[src/rtl/scyl_pkg.sv]
// ----------------------------------------------------------------------------
// scyl_pkg
// Shared constants, register codes and payload types of the cylinder finder.
// ----------------------------------------------------------------------------
package scyl_pkg;

    localparam int COORD_BITS = 18;
    localparam int COUNT_BITS = 11;
    localparam int GAP_BITS   = COORD_BITS - 1;
    localparam int DIFF_BITS  = COORD_BITS + 1;

    localparam int CFG_INDEX_BITS = 2;
    localparam int CFG_DATA_BITS  = GAP_BITS;

    // configuration register indexes
    localparam logic [CFG_INDEX_BITS-1:0] CFG_GAP_X      = 2'd0;
    localparam logic [CFG_INDEX_BITS-1:0] CFG_GAP_Y      = 2'd1;
    localparam logic [CFG_INDEX_BITS-1:0] CFG_MIN_POINTS = 2'd2;
    localparam logic [CFG_INDEX_BITS-1:0] CFG_MAX_POINTS = 2'd3;

    localparam logic [COUNT_BITS-1:0] MIN_POINTS_RST = COUNT_BITS'(30);
    localparam logic [COUNT_BITS-1:0] MAX_POINTS_RST = COUNT_BITS'(50);
    localparam logic [COUNT_BITS-1:0] COUNT_MAX      = {COUNT_BITS{1'b1}};

    // result queue
    localparam int QUEUE_DEPTH = 4;
    localparam int PTR_BITS    = $clog2(QUEUE_DEPTH);
    localparam int QCNT_BITS   = $clog2(QUEUE_DEPTH + 1);

    typedef struct packed {
        logic [GAP_BITS-1:0]   gap_x_limit;
        logic [GAP_BITS-1:0]   gap_y_limit;
        logic [COUNT_BITS-1:0] min_points;
        logic [COUNT_BITS-1:0] max_points;
    } cfg_t;

    typedef struct packed {
        logic signed [COORD_BITS-1:0] point_x;
        logic signed [COORD_BITS-1:0] point_y;
        logic                         end_of_scan;
    } point_t;

    typedef struct packed {
        logic signed [COORD_BITS-1:0] center_x;
        logic signed [COORD_BITS-1:0] center_y;
        logic [COUNT_BITS-1:0]        point_count;
        logic                         last_of_run;
    } result_t;

    // up to two results per point, slot 0 goes out first
    typedef struct packed {
        logic [1:0]      valid;
        result_t [1:0]   res;
    } result_pair_t;

endpackage

[src/rtl/scyl_out_queue.sv]
// ----------------------------------------------------------------------------
// scyl_out_queue
// Small result queue: takes up to two results a cycle, hands out one while the receiver is ready.
// ----------------------------------------------------------------------------
module scyl_out_queue
    import scyl_pkg::*;
(
    input  logic         clk,
    input  logic         rst_n,
    input  result_pair_t push,
    output logic         space_ok,
    output logic         out_valid,
    input  logic         out_ready,
    output result_t      out_data
);

    result_t              mem_reg [QUEUE_DEPTH];
    logic [PTR_BITS-1:0]  wr_ptr_reg;
    logic [PTR_BITS-1:0]  rd_ptr_reg;
    logic [QCNT_BITS-1:0] count_reg;
    logic [QCNT_BITS-1:0] count_next;
    logic [QCNT_BITS-1:0] push_n;
    logic                 pop;

    assign push_n     = QCNT_BITS'(push.valid[0]) + QCNT_BITS'(push.valid[1]);
    assign out_valid  = count_reg != '0;
    assign pop        = out_valid && out_ready;
    assign out_data   = mem_reg[rd_ptr_reg];
    // room for a worst-case pair of results
    assign space_ok   = count_reg <= QCNT_BITS'(QUEUE_DEPTH - 2);
    assign count_next = count_reg + push_n - QCNT_BITS'(pop);

    always_ff @(posedge clk)
    begin
        if (push.valid[0])
            mem_reg[wr_ptr_reg] <= push.res[0];
        if (push.valid[1])
            mem_reg[wr_ptr_reg + PTR_BITS'(push.valid[0])] <= push.res[1];
    end

    always_ff @(posedge clk or negedge rst_n)
    begin
        if (!rst_n)
        begin
            wr_ptr_reg <= '0;
            rd_ptr_reg <= '0;
            count_reg  <= '0;
        end
        else
        begin
            wr_ptr_reg <= wr_ptr_reg + PTR_BITS'(push_n);
            rd_ptr_reg <= rd_ptr_reg + PTR_BITS'(pop);
            count_reg  <= count_next;
        end
    end

endmodule
[config.mk]
export PLATFORM = sky130hd
export DESIGN_NAME = scyl_out_queue
export DESIGN_NICKNAME = d
export VERILOG_FILES = /design/src/rtl/scyl_pkg.sv /design/src/rtl/scyl_out_queue.sv
export SDC_FILE = /design/constraint.sdc
export NUM_CORES = 1
export LEC_CHECK = 0
export BUFFER_PORTS_ARGS = -buffer_cell sky130_fd_sc_hd__buf_2
export CORE_ASPECT_RATIO = 2
export CORE_MARGIN = 3
export CORE_UTILIZATION = 38
export DETAILED_ROUTE_END_ITERATION = 8
export SYNTH_ARGS = -nofsm -noshare
export SYNTH_HDL_FRONTEND = slang
export SYNTH_SLANG_ARGS = --single-unit
export TNS_END_PERCENT = 10
[constraint.sdc]
create_clock -name clk -period 10.3 [get_ports clk]
set_input_delay 2.06 -clock clk [delete_from_list [all_inputs] [get_ports clk]]
set_output_delay 2.06 -clock clk [all_outputs]
set_load 0.05 [all_outputs]
==> key figures <==
Floorplan
  • Starting utilization of the core area: 0.3901
  • Die ar.: 27450 um2
  • Vertical die dimension: 231.3 um
  • Die W: 118.7 um
  • Top-Level Pins: ~150
  • Placeable core area: 24730 um2
  • Number of core rows: slightly above 80

Detailed routing
  • Post-route ant nets: 0
  • Sum of routed wire length over all layers: 22.82 mm
  • Vias post-DR: 5333
  • Total routed wire length on the met1 layer: 8.479 mm
  • DRT iter0 DRCs: about 210
  • Mean number of vias per cell: 5.333
  • WL met2: 12.70 mm
  • Top layer used by detailed routing: met5
  • Remaining routing DRC violations: 0
  • Detail Route met3 WL: 1.073 mm
  • Average routed wire per standard cell: roughly 23 um
  • Number of detailed-route iterations in the first pass: 4

Pwr
  • Share of power burned in the clock network: 0.159
  • Overall Power: around 3.9 mW
  • Combinational fraction of design power: 0.467
  • Leakage power: 4.014 nW
  • Highest ir drop seen on vdd: 0.2774 mV
  • Switching fraction of total power: 0.4188
  • Proportion of power drawn by flip-flops and latches: 0.375
  • Power per Cell Area: 345.8 nW/um2
  • Power spent charging and discharging nets: between 1.5 and 2 mW
  • Int Pwr: 2.277 mW

Worst setup path
  • WP data arrival: 4.77 ns
  • Worst flop-to-flop path endpoint: mem_reg[2][28]
  • Type of the worst setup path: in2reg
  • Worst Setup Start Kind: input port
  • Largest driver fanout on the critical path: ~50
  • Reg-to-reg setup timing slack: around 6.9 ns
  • Worst R2R Path Depth: 5
  • Crit end category: register
  • Start of the worst register-to-register path: wr_ptr_reg[0]
  • Required time reported for the critical path endpoint: around 10 ns

Hold path
  • Path category of the worst min-delay check: reg2reg
  • Min-Delay Startpoint: count_reg[2]
  • Worst hold path depth: 1
  • Hold-critical path endpoint: count_reg[2]

Placed design
  • Gp weighted congestion: just over 0.7
  • Count of input and output buffers: 150
  • Placed wire-length estimate: roughly 14 mm

Logic synthesis
  • Proportion of netlist area held by the largest area contributor: 0.5977
  • Post-synthesis cell type count: 27
  • Number of synthesized flops with an enable pin: between 150 and 200
  • Number of register bits inferred by synthesis: 199
  • Number of warnings printed during yosys synthesis: 0
  • Most frequently used cell type in the post-synthesis netlist: sky130_fd_sc_hd__edfxtp_1
  • Leading area contributor after synthesis: sky130_fd_sc_hd__edfxtp_1
  • Cell types occupying the most area after synthesis: sky130_fd_sc_hd__edfxtp_1 60%, sky130_fd_sc_hd__mux2_2 21%, sky130_fd_sc_hd__mux4_2 11%
  • Mapped Cells: a little over 500
  • Net Count, Synth: between 600 and 700
  • Fraction of synthesis flops using an asynchronous set or reset pin: 0.03518
  • Mean area per synthesized cell: 19.06 um2
  • Sequential-to-total area share from yosys stat: 0.6159
  • Top cells by count, synth: 192 x sky130_fd_sc_hd__edfxtp_1, 183 x sky130_fd_sc_hd__mux2_2, 48 x sky130_fd_sc_hd__mux4_2
  • Synth Flop Type: sky130_fd_sc_hd__edfxtp_1
  • Post-synthesis cell area: about 9600 um2

Clock network
  • Clock latency on the worst-skew pair: 0.43 ns
  • Number of buffers created by CTS: 17
  • Post-CTS clock slew at the launch and capture registers of the worst setup and hold paths: approximately 0.07 ns
  • Number of buffers added for setup after CTS: 0
  • Largest buffer count on any clock path: 2
  • CTS tree: built
  • Hold-fix buffer count after cts: 0
  • Resize count post-CTS: 0
  • Clock root cell: sky130_fd_sc_hd__clkbuf_16
  • Number of clock sinks: slightly below 200
  • Number of levels in the clock H-tree: 4

GRT
  • Global-route total usage across every layer: 0.1714
  • Number of global-route vias before repair: 6007
  • First-pass GRT wire length: 35.03 mm
  • Initial antenna violation count: 6
  • Maximum number of pins on one net before global-route repair: 50
  • Residual overflow from global routing: 0

Timing
  • Setup clock skew after layout: between 0.005 and 0.006 ns
  • Final Critical Period: between 4 and 5 ns
  • Final count of negative-setup-slack endpoints: 0
  • Setup repair after global routing missed its margin: no
  • Normalized max-slew margin: 0.2893
  • Hold violation count in the final report: 0
  • Hold slack final: around 0.51 ns
  • Worst Max-Slew Pin Slew: 1.066 ns
  • Fmax: ~220 MHz
  • Summed negative setup slack over all endpoints: 0 ns
  • Final count of pins violating max slew: 0
  • Period utilisation layout: 0.4503

Outcome
  • Status: completed

Finish
  • Synthesis-to-layout area growth: 17.45%
  • Proportion of layout cells with a drive suffix above 1: 0.6546
  • Flip-flop count of the largest register, all copies and words added: between 150 and 200
  • Fin nets: 760

Run
  • Total of max-cap violations: 0
-- area by class of cell --
type	instances	area [um2]
diodes	5	12.51
clock buffers	19	432.9
clock inverters	12	107.6
fillers	2191	13400
inverters	7	26.28
multi-input cells	268	3577
flip-flops and latches	199	5946
well taps	332	415.4
repair buffers	158	810.8
-- worst max-delay path: stages --
cell                      delay (ns)
sky130_fd_sc_hd__buf_2          0.12
sky130_fd_sc_hd__ha_1           0.20
sky130_fd_sc_hd__xnor2_1        0.53
sky130_fd_sc_hd__or3b_4         0.92
sky130_fd_sc_hd__o21ai_4        0.46
sky130_fd_sc_hd__buf_4          0.42
-- per-layer routing --
layer	track usage	up-vias
li1	-	2362
met1	0.1895	2804
met2	0.3156	138
met3	0.03907	27
met4	0.06783	2
met5	0	-
-- cells in the final DEF, fill, tap and decap left out, types with 2 or more instances in the layout --
master,Yosys,layout
sky130_fd_sc_hd__edfxtp_1,192,192
sky130_fd_sc_hd__mux2_2,183,183
sky130_fd_sc_hd__buf_2,17,150
sky130_fd_sc_hd__mux4_2,48,48
sky130_fd_sc_hd__clkbuf_16,0,17
sky130_fd_sc_hd__mux2_4,9,9
sky130_fd_sc_hd__buf_4,1,8
sky130_fd_sc_hd__inv_1,7,7
sky130_fd_sc_hd__ha_1,7,7
sky130_fd_sc_hd__diode_2,0,5
sky130_fd_sc_hd__dfrtp_1,7,5
sky130_fd_sc_hd__xnor2_1,4,4
sky130_fd_sc_hd__clkinvlp_4,0,4
sky130_fd_sc_hd__clkinv_4,0,4
sky130_fd_sc_hd__nand2_1,2,2
sky130_fd_sc_hd__xor2_1,2,2
sky130_fd_sc_hd__o21ai_4,0,2
sky130_fd_sc_hd__clkbuf_1,4,2
sky130_fd_sc_hd__clkinv_1,0,2
-- through the flow --
| stage | instance area (um2) | cells | setup slack (ns) | util |
|---|---|---|---|---|
| floorplan | 9646 | 506 | 4.261 | - |
| global placement | 10780 | 964 | 5.218 | 0.4357 |
| detailed placement | 10780 | 964 | 5.161 | 0.4357 |
| CTS | 11320 | 995 | 5.599 | 0.4576 |
| global route | 11330 | 1000 | 5.477 | 0.4581 |
| finish | 11330 | 1000 | 5.662 | 0.4581 |
-- worst max-delay path by stage --
| stage | start | depth (start not counted) | to | slack, ns |
|---|---|---|---|---|
| after floorplan | push[96] | 2 | mem_reg[2][0] | 4.26 |
| after global placement | push[96] | 6 | mem_reg[2][42] | 5.22 |
| after detailed placement | push[96] | 6 | mem_reg[2][44] | 5.16 |
| after CTS | push[96] | 6 | mem_reg[2][28] | 5.60 |
| after global routing | push[96] | 6 | mem_reg[2][28] | 5.48 |
| final | push[96] | 6 | mem_reg[2][28] | 5.66 |
-- cells by family after synthesis --
logic type	count (synthesis)	share of synthesized area
muxes	240	0.3397
DFF	199	0.6159
buffers and inverters	39	0.01933
and+or+nand+nor	9	0.005450
adders and majority gates	8	0.01116
xor gates and xnor gates	6	0.005448
AOI/OAI and AO/OA	5	0.002984
-- power groups by stage --
| stage | clock (mW) | combinational [mW] | sequential, mW |
|---|---|---|---|
| 2_1_floorplan | 0 | 1.46 | 1.40 |
| 3_3_place_gp | 0 | 1.84 | 1.47 |
| 3_5_place_dp | 0 | 1.86 | 1.50 |
| 4_1_cts | 0.639 | 1.86 | 1.48 |
| 5_1_grt | 0.668 | 1.93 | 1.51 |
| 6_report | 0.622 | 1.83 | 1.47 |
Note: power is estimated with default switching activity, not from simulation.
