[src/rtl/scyl_pkg.sv]
// ----------------------------------------------------------------------------
// scyl_pkg
// Shared constants, register codes and payload types of the cylinder finder.
// ----------------------------------------------------------------------------
package scyl_pkg;

    localparam int COORD_BITS = 18;
    localparam int COUNT_BITS = 11;
    localparam int GAP_BITS   = COORD_BITS - 1;
    localparam int DIFF_BITS  = COORD_BITS + 1;

    localparam int CFG_INDEX_BITS = 2;
    localparam int CFG_DATA_BITS  = GAP_BITS;

    // configuration register indexes
    localparam logic [CFG_INDEX_BITS-1:0] CFG_GAP_X      = 2'd0;
    localparam logic [CFG_INDEX_BITS-1:0] CFG_GAP_Y      = 2'd1;
    localparam logic [CFG_INDEX_BITS-1:0] CFG_MIN_POINTS = 2'd2;
    localparam logic [CFG_INDEX_BITS-1:0] CFG_MAX_POINTS = 2'd3;

    localparam logic [COUNT_BITS-1:0] MIN_POINTS_RST = COUNT_BITS'(30);
    localparam logic [COUNT_BITS-1:0] MAX_POINTS_RST = COUNT_BITS'(50);
    localparam logic [COUNT_BITS-1:0] COUNT_MAX      = {COUNT_BITS{1'b1}};

    // result queue
    localparam int QUEUE_DEPTH = 4;
    localparam int PTR_BITS    = $clog2(QUEUE_DEPTH);
    localparam int QCNT_BITS   = $clog2(QUEUE_DEPTH + 1);

    typedef struct packed {
        logic [GAP_BITS-1:0]   gap_x_limit;
        logic [GAP_BITS-1:0]   gap_y_limit;
        logic [COUNT_BITS-1:0] min_points;
        logic [COUNT_BITS-1:0] max_points;
    } cfg_t;

    typedef struct packed {
        logic signed [COORD_BITS-1:0] point_x;
        logic signed [COORD_BITS-1:0] point_y;
        logic                         end_of_scan;
    } point_t;

    typedef struct packed {
        logic signed [COORD_BITS-1:0] center_x;
        logic signed [COORD_BITS-1:0] center_y;
        logic [COUNT_BITS-1:0]        point_count;
        logic                         last_of_run;
    } result_t;

    // up to two results per point, slot 0 goes out first
    typedef struct packed {
        logic [1:0]      valid;
        result_t [1:0]   res;
    } result_pair_t;

endpackage

[src/rtl/scyl_core.sv]
// ----------------------------------------------------------------------------
// scyl_core
// Input stage, cluster state and the close / flush decision for one point.
// ----------------------------------------------------------------------------
module scyl_core
    import scyl_pkg::*;
(
    input  logic         clk,
    input  logic         rst_n,
    input  cfg_t         cfg,
    input  logic         in_valid,
    output logic         in_ready,
    input  point_t       in_data,
    input  logic         space_ok,
    output result_pair_t push
);

    point_t                       stage_reg;
    logic                         stage_valid_reg;
    logic                         stage_valid_next;

    logic                         cluster_open_reg;
    logic                         cluster_open_next;
    logic signed [COORD_BITS-1:0] first_x_reg;
    logic signed [COORD_BITS-1:0] first_x_next;
    logic signed [COORD_BITS-1:0] first_y_reg;
    logic signed [COORD_BITS-1:0] first_y_next;
    logic signed [COORD_BITS-1:0] prev_x_reg;
    logic signed [COORD_BITS-1:0] prev_x_next;
    logic signed [COORD_BITS-1:0] prev_y_reg;
    logic signed [COORD_BITS-1:0] prev_y_next;
    logic [COUNT_BITS-1:0]        cluster_count_reg;
    logic [COUNT_BITS-1:0]        cluster_count_next;

    logic                         accept;
    logic                         process;
    logic signed [DIFF_BITS-1:0]  diff_x;
    logic signed [DIFF_BITS-1:0]  diff_y;
    logic [DIFF_BITS-1:0]         mag_x;
    logic [DIFF_BITS-1:0]         mag_y;
    logic                         join_pt;
    logic                         close_pt;
    logic                         old_ok;
    logic                         new_ok;
    logic                         emit_close;
    logic                         emit_flush;
    logic [DIFF_BITS-1:0]         sum_old_x;
    logic [DIFF_BITS-1:0]         sum_old_y;
    logic [DIFF_BITS-1:0]         sum_new_x;
    logic [DIFF_BITS-1:0]         sum_new_y;

    assign accept   = in_valid && in_ready;
    assign process  = stage_valid_reg && space_ok;
    assign in_ready = !stage_valid_reg || space_ok;

    always_comb
    begin
        stage_valid_next = stage_valid_reg;
        if (accept)
            stage_valid_next = 1'b1;
        else if (process)
            stage_valid_next = 1'b0;
    end

    always_ff @(posedge clk or negedge rst_n)
    begin
        if (!rst_n)
            stage_valid_reg <= 1'b0;
        else
            stage_valid_reg <= stage_valid_next;
    end

    always_ff @(posedge clk)
    begin
        if (accept)
            stage_reg <= in_data;
    end

    // jump distance test against the previous point
    assign diff_x = {stage_reg.point_x[COORD_BITS-1], stage_reg.point_x}
                  - {prev_x_reg[COORD_BITS-1], prev_x_reg};
    assign diff_y = {stage_reg.point_y[COORD_BITS-1], stage_reg.point_y}
                  - {prev_y_reg[COORD_BITS-1], prev_y_reg};
    assign mag_x  = diff_x[DIFF_BITS-1] ? DIFF_BITS'(-diff_x) : DIFF_BITS'(diff_x);
    assign mag_y  = diff_y[DIFF_BITS-1] ? DIFF_BITS'(-diff_y) : DIFF_BITS'(diff_y);

    assign join_pt  = cluster_open_reg
                   && (mag_x <= {2'b00, cfg.gap_x_limit})
                   && (mag_y <= {2'b00, cfg.gap_y_limit});
    assign close_pt = cluster_open_reg && !join_pt;

    assign old_ok = (cluster_count_reg >= cfg.min_points)
                 && (cluster_count_reg <= cfg.max_points);

    always_comb
    begin
        first_x_next       = first_x_reg;
        first_y_next       = first_y_reg;
        prev_x_next        = stage_reg.point_x;
        prev_y_next        = stage_reg.point_y;
        cluster_count_next = COUNT_BITS'(1);
        if (join_pt)
        begin
            if (cluster_count_reg != COUNT_MAX)
                cluster_count_next = cluster_count_reg + 1'b1;
            else
                cluster_count_next = cluster_count_reg;
        end
        else
        begin
            first_x_next = stage_reg.point_x;
            first_y_next = stage_reg.point_y;
        end
        cluster_open_next = !stage_reg.end_of_scan;
    end

    assign new_ok = (cluster_count_next >= cfg.min_points)
                 && (cluster_count_next <= cfg.max_points);

    assign emit_close = close_pt && (prev_x_reg <= stage_reg.point_x) && old_ok;
    assign emit_flush = stage_reg.end_of_scan && new_ok;

    // floor midpoint: take the sum one bit wider and drop the lsb
    assign sum_old_x = {first_x_reg[COORD_BITS-1], first_x_reg}
                     + {prev_x_reg[COORD_BITS-1], prev_x_reg};
    assign sum_old_y = {first_y_reg[COORD_BITS-1], first_y_reg}
                     + {prev_y_reg[COORD_BITS-1], prev_y_reg};
    assign sum_new_x = {first_x_next[COORD_BITS-1], first_x_next}
                     + {prev_x_next[COORD_BITS-1], prev_x_next};
    assign sum_new_y = {first_y_next[COORD_BITS-1], first_y_next}
                     + {prev_y_next[COORD_BITS-1], prev_y_next};

    always_comb
    begin
        push.valid              = {process && emit_flush, process && emit_close};
        push.res[0].center_x    = sum_old_x[DIFF_BITS-1:1];
        push.res[0].center_y    = sum_old_y[DIFF_BITS-1:1];
        push.res[0].point_count = cluster_count_reg;
        push.res[0].last_of_run = !emit_flush;
        push.res[1].center_x    = sum_new_x[DIFF_BITS-1:1];
        push.res[1].center_y    = sum_new_y[DIFF_BITS-1:1];
        push.res[1].point_count = cluster_count_next;
        push.res[1].last_of_run = 1'b1;
    end

    always_ff @(posedge clk or negedge rst_n)
    begin
        if (!rst_n)
        begin
            cluster_open_reg  <= 1'b0;
            first_x_reg       <= '0;
            first_y_reg       <= '0;
            prev_x_reg        <= '0;
            prev_y_reg        <= '0;
            cluster_count_reg <= '0;
        end
        else if (process)
        begin
            cluster_open_reg  <= cluster_open_next;
            first_x_reg       <= first_x_next;
            first_y_reg       <= first_y_next;
            prev_x_reg        <= prev_x_next;
            prev_y_reg        <= prev_y_next;
            cluster_count_reg <= cluster_count_next;
        end
    end

`ifndef SYNTHESIS
    a_flush_closes: assert property (@(posedge clk) disable iff (!rst_n)
        process && stage_reg.end_of_scan |=> !cluster_open_reg)
        else $error("cluster still open after end of scan");

    a_open_counts: assert property (@(posedge clk) disable iff (!rst_n)
        cluster_open_reg |-> cluster_count_reg != '0)
        else $error("open cluster with zero points");

    a_point_opens: assert property (@(posedge clk) disable iff (!rst_n)
        process && !stage_reg.end_of_scan |=> cluster_open_reg)
        else $error("point did not leave a cluster open");

    a_no_close_idle: assert property (@(posedge clk) disable iff (!rst_n)
        push.valid[0] |-> cluster_open_reg && cluster_count_reg != '0)
        else $error("cluster closed while none was open");
`endif

endmodule

[config.mk]
export PLATFORM = sky130hd
export DESIGN_NAME = scyl_core
export DESIGN_NICKNAME = d
export VERILOG_FILES = /design/src/rtl/scyl_pkg.sv /design/src/rtl/scyl_core.sv
export SDC_FILE = /design/constraint.sdc
export NUM_CORES = 1
export LEC_CHECK = 0
export ABC_AREA = 1
export BUFFER_PORTS_ARGS = -buffer_cell sky130_fd_sc_hd__buf_2
export CAP_MARGIN = 15
export CORE_ASPECT_RATIO = 0.75
export CORE_UTILIZATION = 46
export CTS_BUF_LIST = sky130_fd_sc_hd__clkbuf_16
export DETAILED_ROUTE_END_ITERATION = 8
export PLACE_DENSITY = 0.69
export SYNTH_ARGS = -nofsm -noshare
export SYNTH_HDL_FRONTEND = slang
export SYNTH_SLANG_ARGS = --single-unit
[constraint.sdc]
create_clock -name clk -period 6.5 [get_ports clk]
set_input_delay 0.975 -clock clk [delete_from_list [all_inputs] [get_ports clk]]
set_output_delay 0.975 -clock clk [all_outputs]
set_load 0.03 [all_outputs]
==> impl_results.md <==
* Vias per Instance at 5.26
* DRC Markers at 0
* Crit path required time at 5.52 ns
* Cell total after placement at 2878
* Cell mode on critical path: nand3_2
* CP Launch Type: flip-flop
* Hold crit path type: primary input to async pin
* Crit Path Category: flip-flop to output pin
* Final wirelength at 49.5 mm
* Clk_lat worst skew at 0.45 ns
* Final Hold Vio Count at 0
* WL/cell at 16.6 um
* Library cells used by synthesis at 52
* DRT Pass-1 Iters at 6
* Cells after Synth at 1942
* Top FF cell, synth: dfrtp_1
* GP Congestion at 0.967
* Clock slew at reported path FFs at 0.06 ns
* Final Skew at 0.0153 ns
* Die area at 29900 um2
* CTS tree: yes
* Initial antenna violation count at 0
* Max-Cap Viols at 0
* Area delta synth->final at 52.8%
* Failing checks: negative setup slack
* Status: complete, but fails checks
* Least-Margin Pin Slew at 0.923 ns
* Final setup fails at 36
* CP Capture Type: output pin
* Crit-path slowest cell: edfxtp_1
* Site row count at 53
* Most frequent cells in the layout: 483 x nand2_1, 429 x buf_4, 317 x inv_1
* Number of synthesized register bits at 122
* Hold buffer count at CTS at 0
* Vias at 15700
* Layout cells sized above 1 at 37.5%
* Antenna Diode Count at 0
* Final worst slack at -1.31 ns
* Vias in the first global route at 14400
* Overflow left after global routing at 0
* Mapped Nets at 2231
* Largest net degree at the start of global routing at 68
* Total power at 6380 uW
* DIE WIDTH at 199 um
* Clk root buf: clkbuf_16
* PortBufs at 194
* RSZ-0062 raised after global routing: true
* Final Cycle Share at 120%
* DRT antenna net count at 0
* HPWL Detailed at 35.9 mm
* Number of flops mapped to enable cells by yosys at 37
* Global-route usage over all layers at 30.6%
* Die Span Y at 150 um
* H-tree depth at 4
* Post-DP Area at 17800 um2
* Fillers at 2260
* Cell area after layout at 20600 um2
* Relative slew slack at 38.5%
* Syn. warnings at 0
* Share of synthesized registers carrying an async set or reset at 69.7%
* Post-synthesis cell area at 13500 um2
* P per Cell Area at 310 nW/um2
* Initial Utilization at 47.4%
* TritonCTS Buffers at 17
* Seq/Total Area, Yosys at 24.1%
* Most common cell after layout, fill and taps aside: nand2_1
* DR iter-0 viols at 1207
* Leak at 0.0111 uW
* I/O pins at 196
* Clk sinks at 122
* CP max FO at 3
* Critical Path Max Stage Delay at 0.42 ns
* Synth Area per Inst at 6.93 um2
* Post-route minimum period at 7.81 ns
* Peak supply drop at 0.352 mV
* Max Clock Freq at 0.128 GHz
* CTS max path bufs at 2
* CP arrival at 6.83 ns
* First-pass GRT wire length at 71.8 mm
* Max Slew Vio Count at 0
* Fin cells at 2980
* Layout Nets at 2871
* Core Area at 28400 um2
==> cell type report <==
cell class / instances / area [um2] / area share [%]
sequential: 122 / 3240 / 15.7
inverter: 340 / 1290 / 6.29
tap: 385 / 482 / 2.34
timing repair inverter: 1 / 8.76 / 0.0426
timing repair buffer: 648 / 4820 / 23.5
clock inverter: 13 / 146 / 0.712
multi-input combinational: 1452 / 10100 / 49.1
clock buffer: 19 / 475 / 2.31
==> synth_stat cells, drive strengths merged (3+ instances only) <==
library cell | count | area, um2
a211oi | 5 | 37.5
nor2 | 106 | 439
nor4 | 5 | 31.3
nand3 | 119 | 636
ha | 186 | 2330
a31oi | 6 | 37.5
a21oi | 127 | 658
xor2 | 83 | 727
inv | 340 | 1280
edfxtp | 37 | 1110
dfrtp | 85 | 2130
buf | 14 | 143
clkbuf | 14 | 53.8
nand4 | 23 | 144
nand3b | 9 | 67.6
fa | 6 | 120
xnor2 | 12 | 105
nor3 | 19 | 105
a21o | 10 | 75.1
nand2 | 552 | 2120
and2 | 4 | 25.0
o21ai | 154 | 868
a221oi | 3 | 26.3
o21bai | 6 | 45.0
==> through the flow <==
| stage | hold slack (ns) | setup slack, ns | utilization [%] | setup TNS, ns |
|---|---|---|---|---|
| after floorplan | 0.442 | -0.353 | - | -1.77 |
| after global placement | 0.495 | -0.951 | 62.6 | -19.10 |
| after detailed placement | 0.509 | -1.09 | 62.6 | -21.35 |
| after CTS | 0.388 | -1.07 | 68.4 | -22.55 |
| after global routing | 0.410 | -1.58 | 72.4 | -38.99 |
| final | 0.403 | -1.31 | 72.4 | -29.47 |
==> logic make-up (layout without fill, tap and decap cells) <==
| group | count (synthesis) | in the layout | share of synthesized area (%) |
|---|---|---|---|
| simple gates | 838 | 838 | 26.6 |
| compound gates | 326 | 326 | 14.0 |
| buf+inv | 368 | 1021 | 11.0 |
| other cells | 1 | 1 | 0.0279 |
| fa+ha+maj | 192 | 192 | 18.2 |
| flops | 122 | 122 | 24.1 |
| xor+xnor | 95 | 95 | 6.18 |
==> where the power goes <==
part | switching (uW) | leakage (uW) | total [uW] | internal, uW
sequential | 87.2 | 0.00139 | 977 | 890
clock | 383 | 0.000297 | 1020 | 642
combinational | 2550 | 0.00941 | 4380 | 1830
==> worst max-delay path: cells and delay by family (launching register included) <==
family / cells / cell delay [ns]
flip-flops: 1 / 0.42
adder cells (fa/ha/maj): 3 / 1.02
AND/OR/NAND/NOR: 26 / 3.15
buffers and inverters: 6 / 0.72
AO/OA/AOI/OAI: 6 / 0.85
XOR/XNOR: 2 / 0.22
==> layer usage <==
metal | wire length, um | part of all wire [%] | global-route usage [%] | vias up
li1 | - | - | - | 7609
met2 | 21800 | 44 | 46.8 | 619
met3 | 3600 | 7.3 | 4.28 | 117
met5 | 0 | 0 | 0 | -
met4 | 1500 | 3.0 | 8.51 | 0
met1 | 22600 | 46 | 44.7 | 7326
==> worst paths after layout <==
| check | from | end | slack (ns) | depth (start not counted) |
|---|---|---|---|---|
| min | rst_n | prev_x_reg[11] | 0.40 | 1 |
| max | prev_y_next[7] | push[75] | -1.31 | 43 |
| min reg2reg | first_x_reg[9] | first_x_reg[9] | 0.53 | 2 |
| min in group clk | first_x_reg[9] | first_x_reg[9] | 0.53 | 2 |
| max reg2reg | prev_y_next[5] | first_x_reg[17] | 0.77 | 36 |
| max in group asynchronous | rst_n | prev_y_reg[3] | 4.89 | 2 |
==> what timing repair did <==
action | in CTS | in global routing
gates resized for setup | 187 | 194
setup endpoints to repair | 41 | 49
pin swaps | 77 | 82
setup buffers | 34 | 44
gates cloned | 2 | 1
(Power assumes the default switching activity.)
