<file path="src/rtl/scyl_pkg.sv">
// ----------------------------------------------------------------------------
// scyl_pkg
// Shared constants, register codes and payload types of the cylinder finder.
// ----------------------------------------------------------------------------
package scyl_pkg;

    localparam int COORD_BITS = 18;
    localparam int COUNT_BITS = 11;
    localparam int GAP_BITS   = COORD_BITS - 1;
    localparam int DIFF_BITS  = COORD_BITS + 1;

    localparam int CFG_INDEX_BITS = 2;
    localparam int CFG_DATA_BITS  = GAP_BITS;

    // configuration register indexes
    localparam logic [CFG_INDEX_BITS-1:0] CFG_GAP_X      = 2'd0;
    localparam logic [CFG_INDEX_BITS-1:0] CFG_GAP_Y      = 2'd1;
    localparam logic [CFG_INDEX_BITS-1:0] CFG_MIN_POINTS = 2'd2;
    localparam logic [CFG_INDEX_BITS-1:0] CFG_MAX_POINTS = 2'd3;

    localparam logic [COUNT_BITS-1:0] MIN_POINTS_RST = COUNT_BITS'(30);
    localparam logic [COUNT_BITS-1:0] MAX_POINTS_RST = COUNT_BITS'(50);
    localparam logic [COUNT_BITS-1:0] COUNT_MAX      = {COUNT_BITS{1'b1}};

    // result queue
    localparam int QUEUE_DEPTH = 4;
    localparam int PTR_BITS    = $clog2(QUEUE_DEPTH);
    localparam int QCNT_BITS   = $clog2(QUEUE_DEPTH + 1);

    typedef struct packed {
        logic [GAP_BITS-1:0]   gap_x_limit;
        logic [GAP_BITS-1:0]   gap_y_limit;
        logic [COUNT_BITS-1:0] min_points;
        logic [COUNT_BITS-1:0] max_points;
    } cfg_t;

    typedef struct packed {
        logic signed [COORD_BITS-1:0] point_x;
        logic signed [COORD_BITS-1:0] point_y;
        logic                         end_of_scan;
    } point_t;

    typedef struct packed {
        logic signed [COORD_BITS-1:0] center_x;
        logic signed [COORD_BITS-1:0] center_y;
        logic [COUNT_BITS-1:0]        point_count;
        logic                         last_of_run;
    } result_t;

    // up to two results per point, slot 0 goes out first
    typedef struct packed {
        logic [1:0]      valid;
        result_t [1:0]   res;
    } result_pair_t;

endpackage

</file>
<file path="src/rtl/scyl_cfg_regs.sv">
// ----------------------------------------------------------------------------
// scyl_cfg_regs
// Gap limits and point count bounds, written through the register channel.
// ----------------------------------------------------------------------------
module scyl_cfg_regs
    import scyl_pkg::*;
(
    input  logic                      clk,
    input  logic                      rst_n,
    input  logic                      wr_valid,
    output logic                      wr_ready,
    input  logic [CFG_INDEX_BITS-1:0] wr_index,
    input  logic [CFG_DATA_BITS-1:0]  wr_data,
    output cfg_t                      cfg
);

    cfg_t cfg_reg;

    assign wr_ready = 1'b1;
    assign cfg      = cfg_reg;

    always_ff @(posedge clk or negedge rst_n)
    begin
        if (!rst_n)
        begin
            cfg_reg.gap_x_limit <= '0;
            cfg_reg.gap_y_limit <= '0;
            cfg_reg.min_points  <= MIN_POINTS_RST;
            cfg_reg.max_points  <= MAX_POINTS_RST;
        end
        else if (wr_valid && wr_ready)
        begin
            unique case (wr_index)
                CFG_GAP_X:      cfg_reg.gap_x_limit <= wr_data[GAP_BITS-1:0];
                CFG_GAP_Y:      cfg_reg.gap_y_limit <= wr_data[GAP_BITS-1:0];
                CFG_MIN_POINTS: cfg_reg.min_points  <= wr_data[COUNT_BITS-1:0];
                CFG_MAX_POINTS: cfg_reg.max_points  <= wr_data[COUNT_BITS-1:0];
                default: ;
            endcase
        end
    end

endmodule

</file>
<file path="config.mk">
export PLATFORM = sky130hd
export DESIGN_NAME = scyl_cfg_regs
export DESIGN_NICKNAME = d
export VERILOG_FILES = /design/src/rtl/scyl_pkg.sv /design/src/rtl/scyl_cfg_regs.sv
export SDC_FILE = /design/constraint.sdc
export NUM_CORES = 1
export LEC_CHECK = 0
export ABC_AREA = 1
export BUFFER_PORTS_ARGS = -buffer_cell sky130_fd_sc_hd__buf_4
export CORE_MARGIN = 8
export CORE_UTILIZATION = 45
export CTS_CLUSTER_SIZE = 40
export DETAILED_ROUTE_END_ITERATION = 12
export GPL_ROUTABILITY_DRIVEN = 0
export GPL_TIMING_DRIVEN = 0
export PLACE_DENSITY_LB_ADDON = 0.12
export SLEW_MARGIN = 10
export SYNTH_ARGS = -nofsm -noshare
export SYNTH_HDL_FRONTEND = slang
export SYNTH_SLANG_ARGS = --single-unit
export TNS_END_PERCENT = 100
</file>
<file path="constraint.sdc">
create_clock -name clk -period 0.8 [get_ports clk]
set_input_delay 0 -clock clk [delete_from_list [all_inputs] [get_ports clk]]
set_output_delay 0 -clock clk [all_outputs]
set_load 0.01 [all_outputs]
</file>
==> results of run 1 <==
per-stage QoR:
stage,hold WS (ns),TNS [ns],util [%]
5_1_grt,0.0211,-4.70,72.4
3_5_place_dp,0.0910,-2.55,59.1
3_3_place_gp,0.0932,-1.99,59.1
4_1_cts,0.00417,-3.51,71.1
2_1_floorplan,-0.296,0,-
6_report,0.0110,-2.95,72.4
what timing repair did:
item,in CTS,in global routing
gates cloned,0,0
setup buffers,12,7
pin swaps,0,2
hold buffers,20,0
gates resized for setup,56,4
endpoints found under the setup margin,56,107
endpoints found under the hold margin,103,0
power breakdown:
part / switching [uW] / total, uW / internal [uW]
logic: 999 / 2370 / 1370
registers: 350 / 3670 / 3320
clock network: 869 / 1800 / 930
total: 2220 / 7840 / 5620
cell usage in the layout (no fill, tap or decap):
| cell | n |
|---|---|
| nand3_1 | 19 |
| buf_2 | 7 |
| conb_1 | 1 |
| dlygate4sd3_1 | 20 |
| nor2_4 | 1 |
| clkinv_2 | 1 |
| clkbuf_8 | 5 |
| buf_6 | 62 |
| inv_2 | 2 |
| nand3_2 | 1 |
| bufinv_16 | 1 |
| dfrtp_1 | 49 |
| clkbuf_1 | 6 |
| nand2_1 | 110 |
| dfstp_2 | 7 |
| nand4_1 | 39 |
| buf_4 | 41 |
| nand2_4 | 1 |
| nand2_2 | 2 |
metal layers:
layer / global-route usage (%) / wire length [microns]
met3: 5.11 / 547
met2: 29.3 / 3510
met5: 0 / 0
met1: 22.8 / 2800
met4: 9.06 / 148
how the worst max path moves through the flow:
stage                start  endpoint  cells after the start
2_1_floorplan  wr_index[1]   cfg[28]                      6
3_3_place_gp   wr_index[1]   cfg[34]                      6
3_5_place_dp   wr_index[1]   cfg[30]                      6
5_1_grt             cfg[5]    cfg[5]                      1
6_report            cfg[5]    cfg[5]                      1
4_1_cts             cfg[5]    cfg[5]                      1
kinds of logic (layout without fill, tap and decap cells):
logic type,after synthesis,count (layout),synth area share [%]
other,1,1,0.160
AND/OR/NAND/NOR,173,173,33.7
buffers and inverters,23,145,6.12
flip-flops,56,56,60.0
worst min-delay path: stages:
cell	delay (ns)
buf_6	0.10
nor2_4	0.07
nand3_1	0.07
nand2_1	0.05
area by class of cell:
cell class	instances	area, sq um
fill	393	1400
sequential	56	1410
buffer	21	136
clock inverter	2	35.0
inverter	2	7.51
tap	70	87.6
multi-input combinational	174	801
clock buffer	6	72.6
timing repair buffer	114	1120
==> impl_metrics.toml, run 1 <==
[run_status]
outcome = "complete, but fails checks"
violations = "setup timing"

[synthesis]
synth_area_leader_cell = "dfrtp_1"
ys_types = 14
synthesis.nets = 275
synth_flop_cell = "dfrtp_1"
ys.warnings.count = 0
synth_edf_count = 0
synth_commonest_cells = "nand2_1 (112), dfrtp_1 (49), nand4_1 (39)"
ys_seq_area_share_pct = 60.0
synth.avg_cell_area_sq_um = 9.29
synth_area_sq_mm = 0.00235
synth_area_leaders = "dfrtp_1 (52%), nand2_1 (18%), nand4_1 (10%), dfstp_2 (7.8%), nand3_1 (4.0%)"
ys_async_sr_fraction_pct = 100
synthDominantCellAreaShare_pct = 52.2
ys_seq_elements = 56
yosysMostFrequentCell = "nand2_1"
postSynthCellCount = 253

[layout]
areaGrowthSynthToFinish_pct = 56.3
final_cells = 445
largest_reg_flops = 56
antenna_cells = 0
final_nets = 396
fin_area_sq_mm = 0.00367
drive_above_1_share_pct = 34.9

[drt]
ant_nets = 0
routedWlPerCell_microns = 15.7
first_pass_iters = 4
via_count = 2239
drcViolationCount = 0
drt_iter0_markers = 102
vias_per_cell = 5.03
wl_microns = 7000

[clock_network]
clockRootBuffer = "clkbuf_8"
clkSlewWorstSetupHoldPaths_ns = 0.10
insertion_delay_ns = 0.31
cts_buffers = 5
cts_sinks = 56
clockBufferDepth = 2
h-tree-depth = 2
cts_tree = "built"

[placement]
dp_cells = 398
dpl_worst_slack_ns = -0.125
dp_hpwl_microns = 4710
numPortBuffers = 75
place_area_sq_mm = 0.00300

[global_routing]
grt.overflow.total = 0
grt_max_degree = 57
antenna_found_initial = 0
first_global_vias = 2215
grtUsageTotal_pct = 18.5
grt_pass1_wl_microns = 11000

[setup_path]
worst-setup-path-type = "flip-flop to primary output"
path_buf_inv = 1
crit_family = "flip-flops"
critPathMaxFanout = 2
slowest_delay_ns = 0.55
worst_path_max_delay_cell = "dfstp_2"
end_kind = "primary output"
rr_worst_depth = 3
critPathArrivalTime_ns = 0.96
worstPathRequired_ns = 0.80
r2r_start = "cfg[14]"
cp_cell_sequence = "buf_6"
r2r_slack_ns = -0.01
r2r_end = "cfg[14]"
crit_path_start_kind = "flip-flop"

[sta]
setup_viol = 57
drv_slew = 0
fin_ws_ns = -0.163
clock_skew_ns = 0
min_period_ns = 0.963
min_period_over_period_pct = 120
fmax_mhz = 1040
hold_violations = 0
rsz0062_at_grt = "yes"

[min_path]
worstHoldEndpoint = "cfg[50]"
worstHoldPathCells = 4
worstHoldPathType = "input pin to flip-flop"
worstHoldStart = "wr_index[1]"

[die]
ios = 79
start_util_pct = 46.3
dieArea_sq_mm = 0.00779
rows = 26
core-area_sq_mm = 0.00507
die_w_microns = 88.3
die_height_microns = 88.3

[pwr]
leakagePower_uw = 0.00193
p_total_uw = 7840
power.density_mw_per_mm2 = 2130
ir_drop_mv = 1.36

[job]
cap_violations = 0
(Power assumes the default switching activity.)
==> run 2, diff against run 1 <==
--- a/config.mk
+++ b/config.mk
@@ -5,10 +5,10 @@
 export SDC_FILE = /design/constraint.sdc
 export NUM_CORES = 1
 export LEC_CHECK = 0
-export ABC_AREA = 1
+export ABC_AREA = 0
 export BUFFER_PORTS_ARGS = -buffer_cell sky130_fd_sc_hd__buf_4
 export CORE_MARGIN = 8
-export CORE_UTILIZATION = 45
+export CORE_UTILIZATION = 43
 export CTS_CLUSTER_SIZE = 40
 export DETAILED_ROUTE_END_ITERATION = 12
 export GPL_ROUTABILITY_DRIVEN = 0
==> run 2 against run 1 <==
  * Sequential power grew 4%
  * The flow still finishes with violations (setup timing)
  * Cell count shrank 33%
  * Non-clock buffer count shrank 31
  * Maximum frequency grew 1.1%
  * Register-to-register slack is essentially flat
  * Hold slack gained 0.096 ns
==> impl_metrics.toml, run 2 <==
[run_status]
outcome = "complete, but fails checks"
violations = "setup timing"

[synthesis]
synthesis.nets = 144
synth_commonest_cells = "mux2_2 (56), dfrtp_1 (49), dfstp_2 (7)"
synth_area_leader_cell = "dfrtp_1"
synth_area_sq_mm = 0.00213
ys_seq_area_share_pct = 66.2
synth_edf_count = 0
ys_seq_elements = 56
postSynthCellCount = 122
synth_area_leaders = "dfrtp_1 (58%), mux2_2 (30%), dfstp_2 (8.6%), nor3b_4 (0.88%), clkbuf_8 (0.65%)"
ys.warnings.count = 0
ys_async_sr_fraction_pct = 100
synth.avg_cell_area_sq_um = 17.5
synthDominantCellAreaShare_pct = 57.6
synth_flop_cell = "dfrtp_1"
ys_types = 12
yosysMostFrequentCell = "mux2_2"

[global_routing]
grt_max_degree = 57
first_global_vias = 1560
grt_pass1_wl_microns = 8440
grtUsageTotal_pct = 14.7
antenna_found_initial = 0
grt.overflow.total = 0

[sta]
fmax_mhz = 1050
setup_viol = 56
clock_skew_ns = 0
min_period_ns = 0.952
min_period_over_period_pct = 119
fin_ws_ns = -0.152
hold_violations = 0
drv_slew = 0
rsz0062_at_grt = "yes"

[setup_path]
cp_cell_sequence = "buf_6"
crit_family = "flip-flops"
end_kind = "primary output"
critPathArrivalTime_ns = 0.95
path_buf_inv = 1
worst-setup-path-type = "flip-flop to primary output"
worst_path_max_delay_cell = "dfstp_2"
crit_path_start_kind = "flip-flop"
critPathMaxFanout = 2
r2r_end = "cfg[7]"
r2r_slack_ns = 0
rr_worst_depth = 1
worstPathRequired_ns = 0.80
r2r_start = "cfg[7]"
slowest_delay_ns = 0.56

[drt]
drt_iter0_markers = 37
first_pass_iters = 4
routedWlPerCell_microns = 18.0
ant_nets = 0
via_count = 1399
drcViolationCount = 0
wl_microns = 5330
vias_per_cell = 4.73

[die]
core-area_sq_mm = 0.00475
rows = 25
dieArea_sq_mm = 0.00746
ios = 79
die_height_microns = 86.4
start_util_pct = 44.8
die_w_microns = 86.4

[layout]
fin_area_sq_mm = 0.00337
final_nets = 250
multi_input_area_sq_um = 731
regArea_sq_mm = 0.00141
nFillCells = 326
antenna_cells = 0
areaGrowthSynthToFinish_pct = 58.4
final_common_cell = "buf_6"
largest_reg_flops = 56
final_cell_mix = "buf_6 (60), dfrtp_1 (49), mux2_2 (44)"
drive_above_1_share_pct = 69.0

[clock_network]
clkSlewWorstSetupHoldPaths_ns = 0.09
h-tree-depth = 2
cts_sinks = 56
insertion_delay_ns = 0.29
cts_buffers = 5
cts_tree = "built"
clockBufferDepth = 2
clockRootBuffer = "clkbuf_8"

[pwr]
leakagePower_uw = 0.00158
ir_drop_mv = 1.63
p_total_uw = 7820
power.density_mw_per_mm2 = 2320

[placement]
dp_hpwl_microns = 3710
numPortBuffers = 77
place_area_sq_mm = 0.00280

[min_path]
worstHoldEndpoint = "cfg[10]"
worstHoldPathCells = 3
worstHoldPathType = "input pin to flip-flop"
worstHoldStart = "wr_index[1]"

[job]
cap_violations = 0
run 2: metal layers:
layer  vias up  track usage, %  wire (microns)
met5         -               0               0
met4         0            3.60              27
met3         4            6.33             433
met2        49            25.7            2690
met1       705            15.8            2170
li1        641               -               -
run 2: final cells by class:
type	count	share of cell area, %
buffer	5	1.34
clock buffer	7	2.56
clock inverter	1	0.223
multi-input combinational	61	21.7
sequential	56	41.8
tap	67	2.49
timing repair buffer	99	29.9
run 2: what timing repair did:
item,in CTS,in global routing
endpoints found under the hold margin,105,0
setup buffers,3,0
hold buffers,18,0
gates resized for setup,58,15
pin swaps,1,0
cloned,1,0
setup endpoints to repair,67,125
run 2: kinds of logic after synthesis:
group | after synthesis | share of synthesized area (%)
mux | 56 | 29.6
flops | 56 | 66.2
buf+inv | 5 | 2.00
simple gates | 4 | 2.00
other cells | 1 | 0.176
run 2: through the flow:
| stage | setup TNS [ns] | utilization [%] | cells | hold slack [ns] | setup slack, ns |
|---|---|---|---|---|---|
| final | -2.37 | 70.9 | 296 | 0.107 | -0.152 |
| after detailed placement | -14.71 | 58.9 | 266 | 0.0871 | -0.537 |
| after global placement | -13.57 | 58.9 | 266 | 0.0623 | -0.505 |
| after floorplan | -2.04 | - | 122 | -0.296 | -0.180 |
| after CTS | -3.12 | 69.8 | 296 | 0.0973 | -0.170 |
| after global routing | -4.67 | 70.9 | 296 | 0.111 | -0.199 |
run 2: how the worst max path moves through the flow:
stage,from,end,cells past startpoint
after CTS,cfg[1],cfg[1],1
final,cfg[4],cfg[4],1
after detailed placement,wr_index[1],cfg[42],4
after floorplan,wr_index[1],cfg[39],3
after global placement,wr_index[1],cfg[43],4
after global routing,cfg[1],cfg[1],1
run 2: where the power goes:
group          switching [uW]  internal (uW)
sequential                408           3420
combinational             838           1600
clock                     848            705
total                    2090           5730
==> run 3, diff against run 2 <==
--- a/config.mk
+++ b/config.mk
@@ -7,8 +7,10 @@
 export LEC_CHECK = 0
 export ABC_AREA = 0
 export BUFFER_PORTS_ARGS = -buffer_cell sky130_fd_sc_hd__buf_4
+export CELL_PAD_IN_SITES_DETAIL_PLACEMENT = 1
+export CELL_PAD_IN_SITES_GLOBAL_PLACEMENT = 2
 export CORE_MARGIN = 8
-export CORE_UTILIZATION = 43
+export CORE_UTILIZATION = 29
 export CTS_CLUSTER_SIZE = 40
 export DETAILED_ROUTE_END_ITERATION = 12
 export GPL_ROUTABILITY_DRIVEN = 0
==> run 3 against run 2 <==
  * The run ends with hold timing, setup timing left
  * Utilization decreased by 24 points
  * Sequential power about the same
  * Clock power decreased by 3%
  * Critical path type unchanged
  * Largest cell class unchanged
  * Largest power group unchanged
==> impl_metrics.toml, run 3 (synthesis results as in run 2) <==
[run_status]
outcome = "complete, but fails checks"
violations = "hold timing, setup timing"

[sta]
min_period_over_period_pct = 121
fmax_mhz = 1040
slew-limit-headroom_pct = 53.2
hold_violations = 49
drv_slew = 0
setup_viol = 56
rsz0062_at_grt = "yes"
tightest_slew_ns = 0.702
fin_ws_ns = -0.164
min_period_ns = 0.964
holdWs_ns = -0.277
clock_skew_ns = 0

[setup_path]
worst-setup-path-type = "flip-flop to primary output"
setup.worst_path.start = "cfg[1]"
cp_num_cells = 1
slowest_delay_ns = 0.57
cp_cell_sequence = "buf_6"
rr_worst_depth = 1
worstPathRequired_ns = 0.80
critPathMaxFanout = 2
worst_path_max_delay_cell = "dfstp_2"
r2r_start = "cfg[49]"
critPathArrivalTime_ns = 0.96
crit_path_end = "cfg[1]"
r2r_slack_ns = 0
path_buf_inv = 1
crit_family = "flip-flops"
crit_path_start_kind = "flip-flop"
r2r_end = "cfg[49]"
end_kind = "primary output"

[clock_network]
h-tree-depth = 2
cts_sinks = 56
clockRootBuffer = "clkbuf_8"
clockBufferDepth = 2
hold_buffers = 17
cts_buffers = 5
cts_tree = "built"
clkSlewWorstSetupHoldPaths_ns = 0.10
insertion_delay_ns = 0.29

[global_routing]
first_global_vias = 1708
grtUsageTotal_pct = 11.6
antenna_found_initial = 0
grt_pass1_wl_microns = 9070
grt.overflow.total = 0
grt_max_degree = 57

[job]
cap_violations = 0

[min_path]
worstHoldPathType = "input pin to async pin"

[pwr]
sequentialPowerShare_pct = 49.2
ir_drop_mv = 0.963
power.density_mw_per_mm2 = 2310
p_switching_uw = 2130
leakagePower_uw = 0.00156
p_int_uw = 5630
clkPwrFrac_pct = 19.3
pwr-share-comb_pct = 31.4
swShare_pct = 27.4
p_total_uw = 7760

[die]
die_w_microns = 102
start_util_pct = 29.7
ios = 79
dieArea_sq_mm = 0.0103
die_height_microns = 102
rows = 31
core-area_sq_mm = 0.00718

[placement]
dp_hpwl_microns = 4080
numPortBuffers = 77

[layout]
nFillCells = 709
final_nets = 246
final_cell_mix = "buf_6 (57), dfrtp_1 (49), mux2_2 (43)"
areaGrowthSynthToFinish_pct = 57.9
multi_input_area_sq_um = 734
antenna_cells = 0
post-route-util_pct = 46.9
largest_reg_flops = 56
drive_above_1_share_pct = 68.4
final_common_cell = "buf_6"
regArea_sq_mm = 0.00141

[drt]
vias_per_cell = 4.34
wl_microns = 5760
drcViolationCount = 0
via_count = 1407
routedWlPerCell_microns = 17.8
first_pass_iters = 3
ant_nets = 0
drt_iter0_markers = 27
run 3: per-stage QoR:
| step | instances | hold WS (ns) | cell area [sq um] | worst slack [ns] | TNS (ns) |
|---|---|---|---|---|---|
| 2_1_floorplan | 122 | -0.296 | 2140 | -0.180 | -2.04 |
| 3_3_place_gp | 298 | 0.0770 | 2840 | -0.531 | -14.58 |
| 3_5_place_dp | 298 | 0.0970 | 2840 | -0.541 | -15.54 |
| 4_1_cts | 324 | -0.241 | 3310 | -0.175 | -3.25 |
| 5_1_grt | 324 | -0.226 | 3360 | -0.202 | -4.98 |
| 6_report | 324 | -0.277 | 3360 | -0.164 | -2.46 |
run 3: worst min path at each step:
stage | start | endpoint | slack, ns | depth (start not counted)
after floorplan | rst_n | cfg[0] | -0.30 | 0
after global placement | rst_n | cfg[18] | 0.08 | 1
after detailed placement | rst_n | cfg[46] | 0.1 | 1
after CTS | rst_n | cfg[46] | -0.24 | 1
after global routing | rst_n | cfg[46] | -0.23 | 1
final | rst_n | cfg[7] | -0.28 | 1
run 3: layer usage:
layer / part of all wire (%) / GRT usage [%] / vias up
met5: 0 / 0 / -
met4: 0.80 / 4.12 / 0
met3: 8.4 / 4.05 / 4
met2: 53 / 20.9 / 45
met1: 37 / 12.0 / 731
li1: - / - / 627
run 3: cell type report:
type | count | share of cell area [%]
buffer | 5 | 1.41
sequential | 56 | 41.9
clock buffer | 7 | 2.27
timing repair buffer | 95 | 28.7
multi-input combinational | 61 | 21.8
clock inverter | 1 | 0.149
tap | 99 | 3.68
run 3: power by group through the flow:
stage	registers (uW)	clock network (uW)	logic (uW)
4_1_cts	3820	1550	2410
5_1_grt	3900	1680	2620
3_3_place_gp	3720	0	1960
3_5_place_dp	3770	0	2020
2_1_floorplan	3980	0	553
6_report	3820	1500	2440
run 3: what timing repair did:
| item | CTS | global route |
|---|---|---|
| pin swaps | 1 | 0 |
| endpoints found under the setup margin | 69 | 77 |
| resized for setup | 56 | 15 |
| setup buffers | 1 | 0 |
| hold endpoints to repair | 105 | 49 |
